`config.mk`:
```
export PLATFORM = sky130hd
export DESIGN_NAME = fixed_width_number_to_ascii_unit_flat
export DESIGN_NICKNAME = d
export VERILOG_FILES = /design/src/rtl/fwnta_pkg.sv /design/src/rtl/fwnta_if.sv /design/src/rtl/fixed_width_number_to_ascii_unit.sv /design/src/rtl/fwnta_front.sv /design/src/rtl/fwnta_queue.sv /design/src/rtl/fwnta_back.sv /design/src/flat_wrapper.sv
export SDC_FILE = /design/constraint.sdc
export NUM_CORES = 1
export LEC_CHECK = 0
export BUFFER_PORTS_ARGS = -buffer_cell sky130_fd_sc_hd__buf_2
export CAP_MARGIN = 15
export CORE_MARGIN = 2
export CORE_UTILIZATION = 57
export CTS_BUF_LIST = sky130_fd_sc_hd__clkbuf_2
export CTS_CLUSTER_SIZE = 28
export DETAILED_ROUTE_END_ITERATION = 10
export HOLD_SLACK_MARGIN = 0.02
export MAX_ROUTING_LAYER = met4
export PLACE_DENSITY_LB_ADDON = 0.05
export SLEW_MARGIN = 20
export SYNTH_ARGS = -nofsm -noshare
export SYNTH_HDL_FRONTEND = slang
export SYNTH_SLANG_ARGS = --single-unit
```
`constraint.sdc`:
```
create_clock -name clk -period 4.6 [get_ports clk]
set_clock_uncertainty 0.15 [all_clocks]
set_input_delay 0.23 -clock clk [delete_from_list [all_inputs] [get_ports clk]]
set_output_delay 0.23 -clock clk [all_outputs]
set_load 0.01 [all_outputs]
```
`src/rtl/fwnta_pkg.sv`:
```
package fwnta_pkg;

  // request modes, coded as on the req_type field
  typedef enum logic [1:0] {
    REQ_UDEC = 2'd0,
    REQ_SDEC = 2'd1,
    REQ_HEX  = 2'd2,
    REQ_BIN  = 2'd3
  } req_type_t;

  localparam int NUM_W    = 32;
  localparam int CNT_W    = 6;
  localparam int LINE_W   = 3;
  localparam int COL_W    = 5;
  localparam int OCOL_W   = 6;
  localparam int CHAR_W   = 7;
  localparam int BCD_DIGS = 10;

  localparam logic [CHAR_W-1:0] ASCII_ZERO  = 7'h30;
  localparam logic [CHAR_W-1:0] ASCII_A     = 7'h41;
  localparam logic [CHAR_W-1:0] ASCII_PLUS  = 7'h2B;
  localparam logic [CHAR_W-1:0] ASCII_MINUS = 7'h2D;

  // mode maxima before the MAX_DIGITS cap
  localparam int MODE_MAX_DEC = 10;
  localparam int MODE_MAX_HEX = 8;
  localparam int MODE_MAX_BIN = 32;

  // one classified request waiting for the back end
  typedef struct packed {
    req_type_t          mode;
    logic [NUM_W-1:0]   value;   // magnitude in signed mode
    logic               neg;
    logic [CNT_W-1:0]   total;   // characters to emit, sign included
    logic [LINE_W-1:0]  line;
    logic [COL_W-1:0]   col;
  } job_t;

  // queue status seen by the front and the back end
  typedef struct packed {
    logic full;
    logic empty;
  } queue_stat_t;

  typedef enum logic [1:0] {
    BK_IDLE    = 2'd0,
    BK_CONVERT = 2'd1,
    BK_EMIT    = 2'd2
  } back_state_t;

endpackage

```
`src/rtl/fwnta_if.sv`:
```
interface fwnta_req_if;
  logic                      valid;
  logic                      ready;
  logic [1:0]                req_type;
  logic [31:0]               number;
  logic [5:0]                digit_count;
  logic [2:0]                line;
  logic [4:0]                start_column;

  modport source (output valid, req_type, number, digit_count, line, start_column,
                  input ready);
  modport sink   (input valid, req_type, number, digit_count, line, start_column,
                  output ready);
endinterface

interface fwnta_char_if;
  logic       valid;
  logic       ready;
  logic [2:0] out_line;
  logic [5:0] out_column;
  logic [6:0] char_code;
  logic       last;

  modport source (output valid, out_line, out_column, char_code, last, input ready);
  modport sink   (input valid, out_line, out_column, char_code, last, output ready);
endinterface

```
`src/rtl/fixed_width_number_to_ascii_unit.sv`:
```
// channel | dir | payload                                         | handshake
// req     | in  | req_type, number, digit_count, line, start_column | valid/ready
// chars   | out | out_line, out_column, char_code, last             | valid/ready
//
// a request enters a two-entry queue in the cycle it is accepted
// decimal modes then pass through the shift-and-add-3 converter,
// hex and binary skip it; characters then go out one at a time, held by a stall on chars
// reset clears the queue pointers, the back-end state and the output valid flag only
// a stall on chars holds the character register; req keeps flowing until the queue fills
module fixed_width_number_to_ascii_unit #(
  parameter int MAX_DIGITS = 32
) (
  input  logic         clk,
  input  logic         rst,
  fwnta_req_if.sink    req,
  fwnta_char_if.source chars
);
  import fwnta_pkg::*;

  // front to queue
  logic        push;
  job_t        wr_job;
  // queue to back end
  job_t        rd_job;
  logic        pop;
  queue_stat_t stat;

  // classify: saturate the count, take the magnitude, add the sign slot
  fwnta_front #(
    .MAX_DIGITS(MAX_DIGITS)
  ) u_front (
    .req  (req),
    .stat (stat),
    .push (push),
    .job  (wr_job)
  );

  // decouples accepting from emitting
  fwnta_queue u_queue (
    .clk    (clk),
    .rst    (rst),
    .push   (push),
    .wr_job (wr_job),
    .pop    (pop),
    .rd_job (rd_job),
    .stat   (stat)
  );

  // bcd conversion and one character per cycle while chars is ready
  fwnta_back u_back (
    .clk    (clk),
    .rst    (rst),
    .rd_job (rd_job),
    .stat   (stat),
    .pop    (pop),
    .chars  (chars)
  );

endmodule

```
`src/rtl/fwnta_front.sv`:
```
module fwnta_front #(
  parameter int MAX_DIGITS = 32
) (
  fwnta_req_if.sink             req,
  input  fwnta_pkg::queue_stat_t stat,
  output logic                  push,
  output fwnta_pkg::job_t       job
);
  import fwnta_pkg::*;

  localparam int CAP_UDEC = (MODE_MAX_DEC < MAX_DIGITS) ? MODE_MAX_DEC : MAX_DIGITS;
  localparam int CAP_SDEC = (MODE_MAX_DEC < MAX_DIGITS - 1) ? MODE_MAX_DEC : MAX_DIGITS - 1;
  localparam int CAP_HEX  = (MODE_MAX_HEX < MAX_DIGITS) ? MODE_MAX_HEX : MAX_DIGITS;
  localparam int CAP_BIN  = (MODE_MAX_BIN < MAX_DIGITS) ? MODE_MAX_BIN : MAX_DIGITS;

  req_type_t        mode;
  logic [CNT_W-1:0] cap;
  logic [CNT_W-1:0] count;
  logic             neg;

  assign mode = req_type_t'(req.req_type);

  always_comb begin
    unique case (mode)
      REQ_UDEC: cap = CNT_W'(CAP_UDEC);
      REQ_SDEC: cap = CNT_W'(CAP_SDEC);
      REQ_HEX:  cap = CNT_W'(CAP_HEX);
      default:  cap = CNT_W'(CAP_BIN);
    endcase
  end

  assign count = (req.digit_count > cap) ? cap : req.digit_count;
  assign neg   = (mode == REQ_SDEC) && req.number[NUM_W-1];

  always_comb begin
    job.mode  = mode;
    job.value = neg ? (NUM_W'(0) - req.number) : req.number;
    job.neg   = neg;
    job.total = (mode == REQ_SDEC) ? count + CNT_W'(1) : count;
    job.line  = req.line;
    job.col   = req.start_column;
  end

  assign req.ready = !stat.full;
  assign push      = req.valid && !stat.full;

endmodule

```
`src/rtl/fwnta_queue.sv`:
```
module fwnta_queue (
  input  logic                   clk,
  input  logic                   rst,
  input  logic                   push,
  input  fwnta_pkg::job_t        wr_job,
  input  logic                   pop,
  output fwnta_pkg::job_t        rd_job,
  output fwnta_pkg::queue_stat_t stat
);
  import fwnta_pkg::*;

  localparam int DEPTH = 2;
  localparam int PTR_W = $clog2(DEPTH);

  job_t             slots [DEPTH];
  logic [PTR_W-1:0] wr_ptr;
  logic [PTR_W-1:0] rd_ptr;
  logic [PTR_W:0]   fill;

  assign stat.full  = (fill == (PTR_W+1)'(DEPTH));
  assign stat.empty = (fill == '0);
  assign rd_job     = slots[rd_ptr];

  always_ff @(posedge clk) begin
    if (rst) begin
      wr_ptr <= '0;
      rd_ptr <= '0;
      fill   <= '0;
    end else begin
      if (push) begin
        wr_ptr <= (wr_ptr == PTR_W'(DEPTH - 1)) ? '0 : wr_ptr + PTR_W'(1);
      end
      if (pop) begin
        rd_ptr <= (rd_ptr == PTR_W'(DEPTH - 1)) ? '0 : rd_ptr + PTR_W'(1);
      end
      if (push && !pop) begin
        fill <= fill + (PTR_W+1)'(1);
      end else if (pop && !push) begin
        fill <= fill - (PTR_W+1)'(1);
      end
    end
  end

  always_ff @(posedge clk) begin
    if (push) begin
      slots[wr_ptr] <= wr_job;
    end
  end

endmodule

```
`src/rtl/fwnta_back.sv`:
```
module fwnta_back (
  input  logic                   clk,
  input  logic                   rst,
  input  fwnta_pkg::job_t        rd_job,
  input  fwnta_pkg::queue_stat_t stat,
  output logic                   pop,
  fwnta_char_if.source           chars
);
  import fwnta_pkg::*;

  localparam int ITER_W = $clog2(NUM_W);

  back_state_t      state;
  back_state_t      state_next;
  job_t             cur;
  logic [3:0]       bcd [BCD_DIGS];
  logic [NUM_W-1:0] shreg;
  logic [ITER_W-1:0] iter;
  logic [CNT_W-1:0] pos;

  logic             conv_step;
  logic             out_load;
  logic             is_dec;
  logic             last_char;
  logic [CNT_W-1:0] k;
  logic [3:0]       digit;
  logic [CHAR_W-1:0] code;
  logic [3:0]       bcd_adj [BCD_DIGS];

  logic              out_valid;
  logic [LINE_W-1:0] out_line;
  logic [OCOL_W-1:0] out_column;
  logic [CHAR_W-1:0] char_code;
  logic              last;

  assign is_dec    = (rd_job.mode == REQ_UDEC) || (rd_job.mode == REQ_SDEC);
  assign last_char = (pos == cur.total - CNT_W'(1));

  // fsm outputs
  always_comb begin
    pop       = 1'b0;
    conv_step = 1'b0;
    out_load  = 1'b0;
    unique case (state)
      BK_IDLE:    pop       = !stat.empty;
      BK_CONVERT: conv_step = 1'b1;
      BK_EMIT:    out_load  = !out_valid || chars.ready;
      default: ;
    endcase
  end

  // fsm next state
  always_comb begin
    state_next = state;
    unique case (state)
      BK_IDLE: begin
        if (!stat.empty && rd_job.total != '0) begin
          state_next = is_dec ? BK_CONVERT : BK_EMIT;
        end
      end
      BK_CONVERT: begin
        if (iter == ITER_W'(NUM_W - 1)) begin
          state_next = BK_EMIT;
        end
      end
      BK_EMIT: begin
        if (out_load && last_char) begin
          state_next = BK_IDLE;
        end
      end
      default: state_next = BK_IDLE;
    endcase
  end

  // add-3 adjust ahead of each shift
  always_comb begin
    for (int i = 0; i < BCD_DIGS; i++) begin
      bcd_adj[i] = (bcd[i] >= 4'd5) ? bcd[i] + 4'd3 : bcd[i];
    end
  end

  // character at the current position
  assign k = cur.total - CNT_W'(1) - pos;

  always_comb begin
    unique case (cur.mode)
      REQ_HEX: digit = cur.value[k[2:0]*4 +: 4];
      REQ_BIN: digit = {3'b000, cur.value[k[4:0]]};
      default: digit = (k[3:0] < 4'(BCD_DIGS)) ? bcd[k[3:0]] : 4'd0;
    endcase
    if (cur.mode == REQ_SDEC && pos == '0) begin
      code = cur.neg ? ASCII_MINUS : ASCII_PLUS;
    end else if (digit < 4'd10) begin
      code = ASCII_ZERO + CHAR_W'(digit);
    end else begin
      code = ASCII_A + CHAR_W'(digit - 4'd10);
    end
  end

  always_ff @(posedge clk) begin
    if (rst) begin
      state     <= BK_IDLE;
      out_valid <= 1'b0;
    end else begin
      state <= state_next;
      if (out_load) begin
        out_valid <= 1'b1;
      end else if (chars.ready) begin
        out_valid <= 1'b0;
      end
    end
  end

  always_ff @(posedge clk) begin
    if (pop) begin
      cur   <= rd_job;
      shreg <= rd_job.value;
      iter  <= '0;
      pos   <= '0;
      for (int i = 0; i < BCD_DIGS; i++) begin
        bcd[i] <= 4'd0;
      end
    end
    if (conv_step) begin
      shreg <= {shreg[NUM_W-2:0], 1'b0};
      iter  <= iter + ITER_W'(1);
      bcd[0] <= {bcd_adj[0][2:0], shreg[NUM_W-1]};
      for (int i = 1; i < BCD_DIGS; i++) begin
        bcd[i] <= {bcd_adj[i][2:0], bcd_adj[i-1][3]};
      end
    end
    if (out_load) begin
      pos        <= pos + CNT_W'(1);
      out_line   <= cur.line;
      out_column <= OCOL_W'(cur.col) + pos;
      char_code  <= code;
      last       <= last_char;
    end
  end

  assign chars.valid      = out_valid;
  assign chars.out_line   = out_line;
  assign chars.out_column = out_column;
  assign chars.char_code  = char_code;
  assign chars.last       = last;

endmodule

```
`src/flat_wrapper.sv`:
```
// flat-port wrapper written by rule: the top's interface ports become plain ports
module fixed_width_number_to_ascii_unit_flat import fwnta_pkg::*;
#(
  parameter int MAX_DIGITS = 32
)
  (clk, rst, req_valid, req_req_type, req_number, req_digit_count, req_line, req_start_column, req_ready, chars_valid, chars_out_line, chars_out_column, chars_char_code, chars_last, chars_ready);
  fwnta_req_if req_i ();
  fwnta_char_if chars_i ();
  input  logic clk;
  input  logic rst;
  input wire logic [$bits(req_i.valid)-1:0] req_valid;
  input wire logic [$bits(req_i.req_type)-1:0] req_req_type;
  input wire logic [$bits(req_i.number)-1:0] req_number;
  input wire logic [$bits(req_i.digit_count)-1:0] req_digit_count;
  input wire logic [$bits(req_i.line)-1:0] req_line;
  input wire logic [$bits(req_i.start_column)-1:0] req_start_column;
  output wire logic [$bits(req_i.ready)-1:0] req_ready;
  output wire logic [$bits(chars_i.valid)-1:0] chars_valid;
  output wire logic [$bits(chars_i.out_line)-1:0] chars_out_line;
  output wire logic [$bits(chars_i.out_column)-1:0] chars_out_column;
  output wire logic [$bits(chars_i.char_code)-1:0] chars_char_code;
  output wire logic [$bits(chars_i.last)-1:0] chars_last;
  input wire logic [$bits(chars_i.ready)-1:0] chars_ready;
  assign req_i.valid = req_valid;
  assign req_i.req_type = req_req_type;
  assign req_i.number = req_number;
  assign req_i.digit_count = req_digit_count;
  assign req_i.line = req_line;
  assign req_i.start_column = req_start_column;
  assign req_ready = req_i.ready;
  assign chars_valid = chars_i.valid;
  assign chars_out_line = chars_i.out_line;
  assign chars_out_column = chars_i.out_column;
  assign chars_char_code = chars_i.char_code;
  assign chars_last = chars_i.last;
  assign chars_i.ready = chars_ready;
  fixed_width_number_to_ascii_unit #(.MAX_DIGITS(MAX_DIGITS)) u_core (.clk(clk), .rst(rst), .req(req_i), .chars(chars_i));
endmodule
```
## Word level (Yosys, flattened, before mapping)

Memory sizes are Yosys's and may differ from the RTL's. A register that Yosys moved wholly into a read port is not among the register bits.
Cells that the tools add are included.

| storage, ports and cells | value |
|---|---|
| memories kept | 2 |
| memory bits (writable) | 138 |
| register bits after elaboration | 116 |
| output and inout port bits | 19 |

Memories:

| name | words | width | rd ports | clocked after memory_dff | wr ports | line | text |
|---|---|---|---|---|---|---|---|
| u_core.u_queue.slots | 2 | 49 | 1 | 1 | 1 | fwnta_queue.sv:15 | `job_t slots [DEPTH];` |
| u_core.u_back.bcd | 10 | 4 | 11 | 0 | 10 | fwnta_back.sv:16 | `logic [3:0] bcd [BCD_DIGS];` |

| operators by class | value |
|---|---|
| shift operators | 1 |
| bitwise logic cells | 10 |
| multiplexer cells | 59 |
| reductions and logical operators | 26 |
| magnitude comparators | 14 |
| eq/ne operators | 14 |
| $add $sub $neg | 24 |

Operators by type and width:

| kind | count |
|---|---|
| $mux 32 | 3 |
| $mux 4 | 20 |
| $ge 4x3->1 const B | 10 |
| $add 4x2->4 const B | 9 |
| $shiftx 32x6->4 | 1 |
| $sub 1x32->32 const A | 1 |
| $mux 6 | 4 |
| $mux 1 | 16 |
| $mux 7 | 2 |
| $add 6x1->6 const B | 2 |
| $mux 2 | 6 |
| $pmux 6 s2 | 1 |
| $eq 2x2->1 const B | 5 |
| $mux 5 | 2 |
| $or 1x1->1 | 10 |
| $eq 2x1->1 const B | 4 |
| $logic_not 2->1 | 4 |
| $lt 4x4->1 const B | 2 |
| $pmux 4 s2 | 1 |
| $reduce_bool 2->1 | 4 |
| $add 6x4->7 const A | 1 |
| $add 7x7->7 const A | 1 |
| $logic_and 1x1->1 | 7 |
| $add 5x6->6 | 1 |
| other kinds (22) | 31 |

## Depth between registers and ports, before layout

Gate-level depths: netlist of the first run.

| logic depth | value |
|---|---|
| depth after elaboration | 9 |
| depth in mapped cells | 17 |
| mapped depth without buffers | 16 |

## By module

Synthesis of the first run repeated with hierarchy kept, for this count alone.

| unflattened totals | value |
|---|---|
| cell total of the unflattened synthesis | 937 |
| area, all modules | 12,669.7 µm² |

Modules (own cells, without submodules):

| module | sequential area each (µm²) | area an instance (µm²) | instances | cells each |
|---|---|---|---|---|
| fwnta_back | 4,524.3 | 7,881.3 | 1 | 607 |
| fwnta_queue | 3,042.9 | 3,739.8 | 1 | 174 |
| fwnta_front | 0.0 | 1,048.5 | 1 | 156 |

## Worst setup path before layout of the first run

No wires, ideal clock.

| timing | value |
|---|---|
| kind | register to register |
| from | register u_core.u_back.cur[8] (netlist name) |
| to | register u_core.u_back.char_code[3] (netlist: u_core.u_back.chars.char_code[3]) (data pin) |
| path buffers | 4 |
| data required time | 4.187 ns |
| data arrival time | 3.388 ns |
| cell stages (with the launch flop) | 17 |
| slack | 0.799 ns |
| setup time | 0.263 ns |
| cell sequence | edfxtp_1 inv_1 ha_1 fa_1 buf_4 buf_6 clkbuf_8 mux4_2 mux2i_1 mux2_2 o32a_2 ha_1 inv_1 ha_1 clkbuf_1 nor4b_1 nor3_1 |

| on the way | value |
|---|---|
| word-level cells in the longest chain between the ends | 9 |
| elaborated cells between the ends (all ways) | 15 |

RTL lines:

| what | line | text |
|---|---|---|
| from (decl) | fwnta_back.sv:15 | `job_t cur;` |
| from (signal assigned) | fwnta_back.sv:116 | `cur <= rd_job;` |
| $sub 6x1->6 (*) | fwnta_back.sv:83 | `assign k = cur.total - CNT_W'(1) - pos;` |
| $sub 5x5->5 (*) | fwnta_back.sv:83 |  |
| $bmux 1 s5, or another cell as far along | fwnta_back.sv:88 | `REQ_BIN: digit = {3'b000, cur.value[k[4:0]]};` |
| $mux 1 (implied by the code) / $mux 4 (equally long branches) | fwnta_back.sv:88, fwnta_back.sv:89 |  |
| $pmux 4 s2 (*) | fwnta_back.sv:86 | `unique case (cur.mode)` |
| $sub 4x4->5 | fwnta_back.sv:96 | `code = ASCII_A + CHAR_W'(digit - 4'd10);` |
| $add 7x7->7 | fwnta_back.sv:96 |  |
| $mux 7 (*) | fwnta_back.sv:93 | `end else if (digit < 4'd10) begin` |
| $mux 7 (*) | fwnta_back.sv:91 | `if (cur.mode == REQ_SDEC && pos == '0) begin` |
| to (signal assigned) | fwnta_back.sv:136 | `char_code <= code;` |
| to (decl) | fwnta_back.sv:33 | `logic [CHAR_W-1:0] char_code;` |

Every way passes the cells marked *; elsewhere a longest branch is shown, timed or not. The select of a mux whose other input is x is not followed.
A chain may end at the register's enable or synchronous reset.

## Worst setup path after layout of the first run

| timing | value |
|---|---|
| from | register u_core.u_back.cur[8] (netlist name) |
| to | register u_core.u_back.char_code[2] (netlist: u_core.u_back.chars.char_code[2]) (data pin) |

| on the way | value |
|---|---|
| word-level cells in the longest chain between the ends | 9 |
| elaborated cells between the ends (all ways) | 15 |

RTL lines:

| what | line | text |
|---|---|---|
| $sub 6x1->6 (*) | fwnta_back.sv:83 |  |
| $sub 5x5->5 (*) | fwnta_back.sv:83 |  |
| $bmux 1 s5, or another cell as far along | fwnta_back.sv:88 |  |
| $mux 1 (implied by the code) / $mux 4 (equally long branches) | fwnta_back.sv:88, fwnta_back.sv:89 |  |
| $pmux 4 s2 (*) | fwnta_back.sv:86 |  |
| $sub 4x4->5 | fwnta_back.sv:96 |  |
| $add 7x7->7 | fwnta_back.sv:96 |  |
| $mux 7 (*) | fwnta_back.sv:93 |  |
| $mux 7 (*) | fwnta_back.sv:91 |  |
| named net u_core.u_back.code[2] | fwnta_back.sv:27 | `logic [CHAR_W-1:0] code;` |

The timed path passes the listed nets; every way through them passes the cells marked *. The select of a mux whose other input is x is not followed.

==> impl_metrics.ini, run 1 <==
[place]
dpl.hpwl_um = 16900
place_congestion = 0.857
dp.cells = 1247
port_buffers = 70

[route]
antenna_left = 0
drt-vias-per-instance = 5.67
routed_wl_um = 25700
drt-initial-drc-count = 417
drc_errors = 0
avgRoutedWirePerCell_um = 17.7
dr.pass1.iters = 5
via_count = 8257

[grt]
grt_pass1_vias = 8570
grt_pass1_wl_um = 41800
antenna_found_initial = 1
grt.total_usage_pct = 23.2
grt_max_degree = 57
overflow = 0

[sta]
rsz0062_at_grt = false
fin_hold_ws_ns = 0.160
period_share_pct = 93.6
setup-tns-final_ns = 0
max_freq_mhz = 232
slew_violations = 0
worst_pin_slew_ns = 1.01
slew_headroom_pct = 32.6
finalCriticalPeriod_ns = 4.31
finalSetupViolCount = 0
hold_violations = 0

[job]
maxCapViolations = 0

[yosys]
yosysSeqAreaShare_pct = 60.6
synth-edff-count = 246
synth_area_um2 = 12500
mappedNetlistNets = 1011
ys_ff_latch = 255
synth_flop_cell = edfxtp_1
ys_warn_count = 0
async_flop_share_pct = 0
ys_types = 62
syn_inst = 913
avgSynthCellArea_um2 = 13.7

[setup_path]
reg2reg_from = u_core.u_back.cur[8]
cp.arrival_ns = 4.77
path_max_fanout = 10
slowest_stage = fa_1
path_class = reg -> reg
crit_top_cell = ha_1
startpoint_type = register
crit_path_end_kind = register
cp_cell_sequence = inv_1, ha_1, fa_1, buf_4, mux4_2, nor2_1, nor4_1, o2111ai_1, o311ai_2, ha_1, xor2_1, mux2_2, a21oi_1
max_stage_delay_ns = 0.94
required_ns = 5.06
startpoint = u_core.u_back.cur[8]

[floorplanning]
core_area_um2 = 21700
die-area_um2 = 23100
dieWidth_um = 152
rows = 54
io_pins = 71
die_h_um = 152
start_util_pct = 57.6

[finish]
layout.nets = 1224
fin_cells = 1456
syn_to_final_growth_pct = 18.1
final_cell_mix = edfxtp_1, clkbuf_2, nor2_1, dlygate4sd3_1, buf_2
drive_above_1_share_pct = 23.9
final_common_cell = edfxtp_1

[clock_network]
clk_pin_slew_ns = 0.10
clock-root-buffer = clkbuf_2
cts_made_buffers = 67
clock_latency_ns = 0.84
h-tree-depth = 3
cts.sinks = 255
cts-resized-gates = 0
cts_tree = done
clk_path_buf_depth = 3

[min_path]
min-delay-start = req_number[26]
hp-class = in -> reg

[power_and_ir_drop]
p_total_mw = 12.0
power.density_nw_per_um2 = 814
p_leak_nw = 5.64
irDropWorstVdd_mv = 0.503

[run_status]
outcome = completed
## cell type report
cell class / instances / area (um2)
sequential: 255 / 7570
fill: 1507 / 6940
multi-input combinational: 585 / 4610
timing repair buffer: 173 / 1360
clock buffer: 99 / 495
tap: 280 / 350
clock inverter: 19 / 193
inverter: 44 / 165
antenna: 1 / 2.50
## per-layer routing
layer / up-vias / GRT usage (%) / part of all wire, %
met5: - / - / 0
met4: 0 / 10.4 / 3.2
met3: 72 / 4.19 / 4.8
met2: 264 / 37.6 / 49
met1: 4027 / 28.7 / 43
li1: 3894 / - / -
## critical path: cells and delay by family (launching register included)
kind / cells / cell delay [ns]
fa+ha+maj: 3 / 1.55
mux: 2 / 0.76
compound gates: 3 / 0.63
flops: 1 / 0.42
buf+inv: 2 / 0.30
simple gates: 2 / 0.18
xor+xnor: 1 / 0.17
## power breakdown
group | internal, mW | switching [mW]
combinational | 2.70 | 3.21
sequential | 3.82 | 0.572
clock | 0.802 | 0.902
total | 7.32 | 4.68
## synth_stat cells (all sizes together), types with 6 or more instances
cell type,instances,share of area (%)
buf,7,0.54
nand3,7,0.28
xnor2,41,2.9
mux4,24,4.5
nor3,22,0.97
inv,44,1.3
dfxtp,9,1.4
a22o,31,2.2
edfxtp,246,59
nand2b,18,0.90
nor2,95,2.9
and2,10,0.51
a21oi,57,2.3
o31ai,6,0.36
nand2,44,1.3
clkbuf,22,0.74
mux2,53,4.8
mux2i,13,1.0
ha,44,4.4
xor2,36,2.6
o21ai,22,0.88
## what timing repair did
action,4_1_cts,5_1_grt
setup buffers,0,0
endpoints found under the hold margin,119,0
hold buffers,90,0
## registers in the layout, indices dropped and copies added (netlist names), named ones only
signal	flops
u_core.u_back.bcd	40
u_core.u_back.chars.char_code	7
u_core.u_back.chars.last	1
u_core.u_back.chars.out_column	6
u_core.u_back.chars.out_line	3
u_core.u_back.chars.valid	1
u_core.u_back.cur	49
u_core.u_back.iter	5
u_core.u_back.pos	6
u_core.u_back.shreg	32
u_core.u_back.state	2
u_core.u_queue.fill	2
u_core.u_queue.rd_ptr	1
u_core.u_queue.slots	98
u_core.u_queue.wr_ptr	1
## final timing paths
path                                                          to  slack [ns]  depth (start not counted)
worst max-delay path            u_core.u_back.chars.char_code[2]        0.29                         13
worst min register to register   u_core.u_back.chars.out_line[1]        0.28                          0
worst min-delay path                 u_core.u_queue.slots[0][41]        0.16                          3
worst max register to register  u_core.u_back.chars.char_code[2]        0.29                         13
## kinds of logic (layout without fill, tap and decap cells)
| kind of cell | Yosys count | in the layout | share of synthesized area [%] |
|---|---|---|---|
| DFF | 255 | 255 | 60.6 |
| and+or+nand+nor | 226 | 226 | 8.50 |
| AOI/OAI and AO/OA | 146 | 146 | 7.78 |
| muxes | 90 | 90 | 10.4 |
| xor gates and xnor gates | 77 | 77 | 5.46 |
| buffers and inverters | 73 | 335 | 2.60 |
| adders and majority gates | 46 | 46 | 4.73 |
| other | 0 | 1 | 0 |
## metrics by stage
step,setup WS (ns),utilization (%),cell area [um2]
detailed placement,0.341,60.7,13200
floorplan,0.799,-,12500
finish,0.295,68.0,14800
CTS,0.278,68.0,14700
global route,0.0540,68.0,14800
global placement,0.471,60.7,13200
Power figures use the tool's default switching activity.
==> run 2: changes to the inputs <==
- REMOVE_ABC_BUFFERS: unset -> 1
==> run 2 against run 1 <==
Against the previous run:
- hold slack better by 0.027 ns
- die area stayed put
- fmax is 2.6% higher
- routed wire length increased by 0.18%
- largest cell class unchanged
- highest routed layer unchanged
==> impl_metrics.ini, run 2 (same netlist as run 1, synthesis figures left out) <==
[run_status]
outcome = completed

[min_path]
min-delay-start = req_number[5]
hp-class = in -> reg
hold_end = u_core.u_queue.slots[0][20]
whs_path_depth = 3

[finish]
final_cell_mix = edfxtp_1, clkbuf_2, nor2_1, dlygate4sd3_1, buf_2
syn_to_final_growth_pct = 16.8
top_regs = u_core.u_queue.slots x98, u_core.u_back.cur x49, u_core.u_back.bcd x40
final_common_cell = edfxtp_1
final_util_pct = 67.3
drive_above_1_share_pct = 23.6
layout.nets = 1220
largest-register = u_core.u_queue.slots
largest_reg_flops = 98

[setup_path]
startpoint_type = register
reg2reg_from = u_core.u_back.cur[8]
path_max_fanout = 25
max_stage_delay_ns = 0.56
crit_top_cell = ha_1
cp.arrival_ns = 4.54
reg2reg_depth = 13
cp_cell_sequence = inv_1, ha_1, fa_1, buf_4, mux4_2, mux2i_1, mux2_2, o32a_1, ha_1, inv_1, ha_1, nor4b_1, nor3_1
path_class = reg -> reg
slowest_stage = mux4_2
required_ns = 4.95
reg2reg_slack_ns = 0.40
crit_path_end_kind = register
timing.rr.end = u_core.u_back.chars.char_code[3]

[sta]
period_share_pct = 91.2
setup-tns-final_ns = 0
slew_violations = 0
finalSetupViolCount = 0
finalCriticalPeriod_ns = 4.20
rsz0062_at_grt = false
worst_pin_slew_ns = 0.849
slew_headroom_pct = 43.3
max_freq_mhz = 238
hold_violations = 0

[floorplanning]
die_h_um = 152
core_area_um2 = 21700
rows = 54
io_pins = 71
start_util_pct = 57.6
die-area_um2 = 23100
dieWidth_um = 152

[route]
drt-initial-drc-count = 598
antenna_left = 0
avgRoutedWirePerCell_um = 17.9
via_count = 8174
highest_layer = met4
drc_errors = 0
routed_wl_um = 25800
dr.pass1.iters = 5
wl_met3_um = 1130
route.met2.wl_um = 13000
drt-vias-per-instance = 5.66
wl_met1_um = 11000

[clock_network]
h-tree-depth = 3
clock_latency_ns = 0.79
clk_pin_slew_ns = 0.10
cts.sinks = 255
cts_made_buffers = 66
clock-root-buffer = clkbuf_2
cts-resized-gates = 0
cts_tree = done
clk_path_buf_depth = 3

[power_and_ir_drop]
cell_internal_pwr_mw = 7.09
p_sw_share_pct = 39.8
pwr-share-comb_pct = 50.1
p_seq_share_pct = 37.2
switching_power_mw = 4.69
p_clk_share_pct = 12.7
p_leak_nw = 5.56
irDropWorstVdd_mv = 0.485
power.density_nw_per_um2 = 808

[grt]
grt.total_usage_pct = 23.2
antenna_found_initial = 1
overflow = 0
grt_max_degree = 52
grt_pass1_vias = 8504
grt_pass1_wl_um = 42100

[job]
maxCapViolations = 0

[place]
port_buffers = 70
dpl.hpwl_um = 16600
place_congestion = 0.904
[run 2: cell types whose count changed in the layout (fill, tap and decap cells not counted), sizes merged]
cell	before	now
buf	83	84
bufinv	4	1
clkbuf	99	97
clkinv	14	5
clkinvlp	1	2
dlygate4sd3	90	86
inv	44	48
[run 2: area by class of cell]
class                      count  area [um2]
sequential                   255        7570
clock inverter                12        83.8
inverter                      44         165
antenna                        1        2.50
timing repair buffer         170        1320
clock buffer                  97         485
fill                        1523        7100
multi-input combinational    585        4610
tap                          280         350
[run 2: what timing repair did]
item,4_1_cts,5_1_grt
setup buffers,0,0
endpoints found under the hold margin,109,0
hold buffers,86,0
[run 2: metrics by stage]
step           hold WS (ns)  instance area (um2)  worst slack (ns)  power, mW  std cells
6_report              0.187                14600             0.404       11.8       1444
2_1_floorplan         0.149                12300             0.368       8.76        884
3_5_place_dp          0.271                13200             0.418       10.2       1248
4_1_cts               0.109                14600             0.383       11.8       1443
5_1_grt              0.0949                14600             0.114       12.6       1444
3_3_place_gp          0.255                13200             0.609       9.90       1248
[run 2: critical path: cells and delay by family, from the launching register on]
family	cells	cell delay, ns
AO/OA/AOI/OAI	1	0.23
adder cells (fa/ha/maj)	4	1.37
buffers and inverters	3	0.42
flip-flops	1	0.39
multiplexers	3	0.91
AND/OR/NAND/NOR	2	0.45
[run 2: routing by layer]
layer | vias to the layer above | global-route usage, %
met5 | - | -
li1 | 3873 | -
met4 | 0 | 9.12
met3 | 61 | 4.51
met1 | 4004 | 28.3
met2 | 236 | 38.5
[run 2: power by group through the flow]
stage / Combinational [mW] / Sequential, mW / Clock [mW]
2_1_floorplan: 4.47 / 4.29 / 0
3_3_place_gp: 5.52 / 4.38 / 0
3_5_place_dp: 5.79 / 4.42 / 0
4_1_cts: 5.90 / 4.37 / 1.55
5_1_grt: 6.50 / 4.47 / 1.67
6_report: 5.91 / 4.38 / 1.50
[run 2: worst max-delay path by stage]
stage | cells past startpoint | end | startpoint | slack (ns)
4_1_cts | 13 | u_core.u_back.chars.char_code[3] | u_core.u_back.cur[8] | 0.38
3_3_place_gp | 13 | u_core.u_back.chars.char_code[3] | u_core.u_back.cur[8] | 0.61
3_5_place_dp | 13 | u_core.u_back.chars.char_code[3] | u_core.u_back.cur[8] | 0.42
5_1_grt | 13 | u_core.u_back.chars.char_code[3] | u_core.u_back.cur[8] | 0.11
6_report | 13 | u_core.u_back.chars.char_code[3] | u_core.u_back.cur[8] | 0.40
2_1_floorplan | 12 | u_core.u_back.chars.char_code[3] | u_core.u_back.cur[8] | 0.37
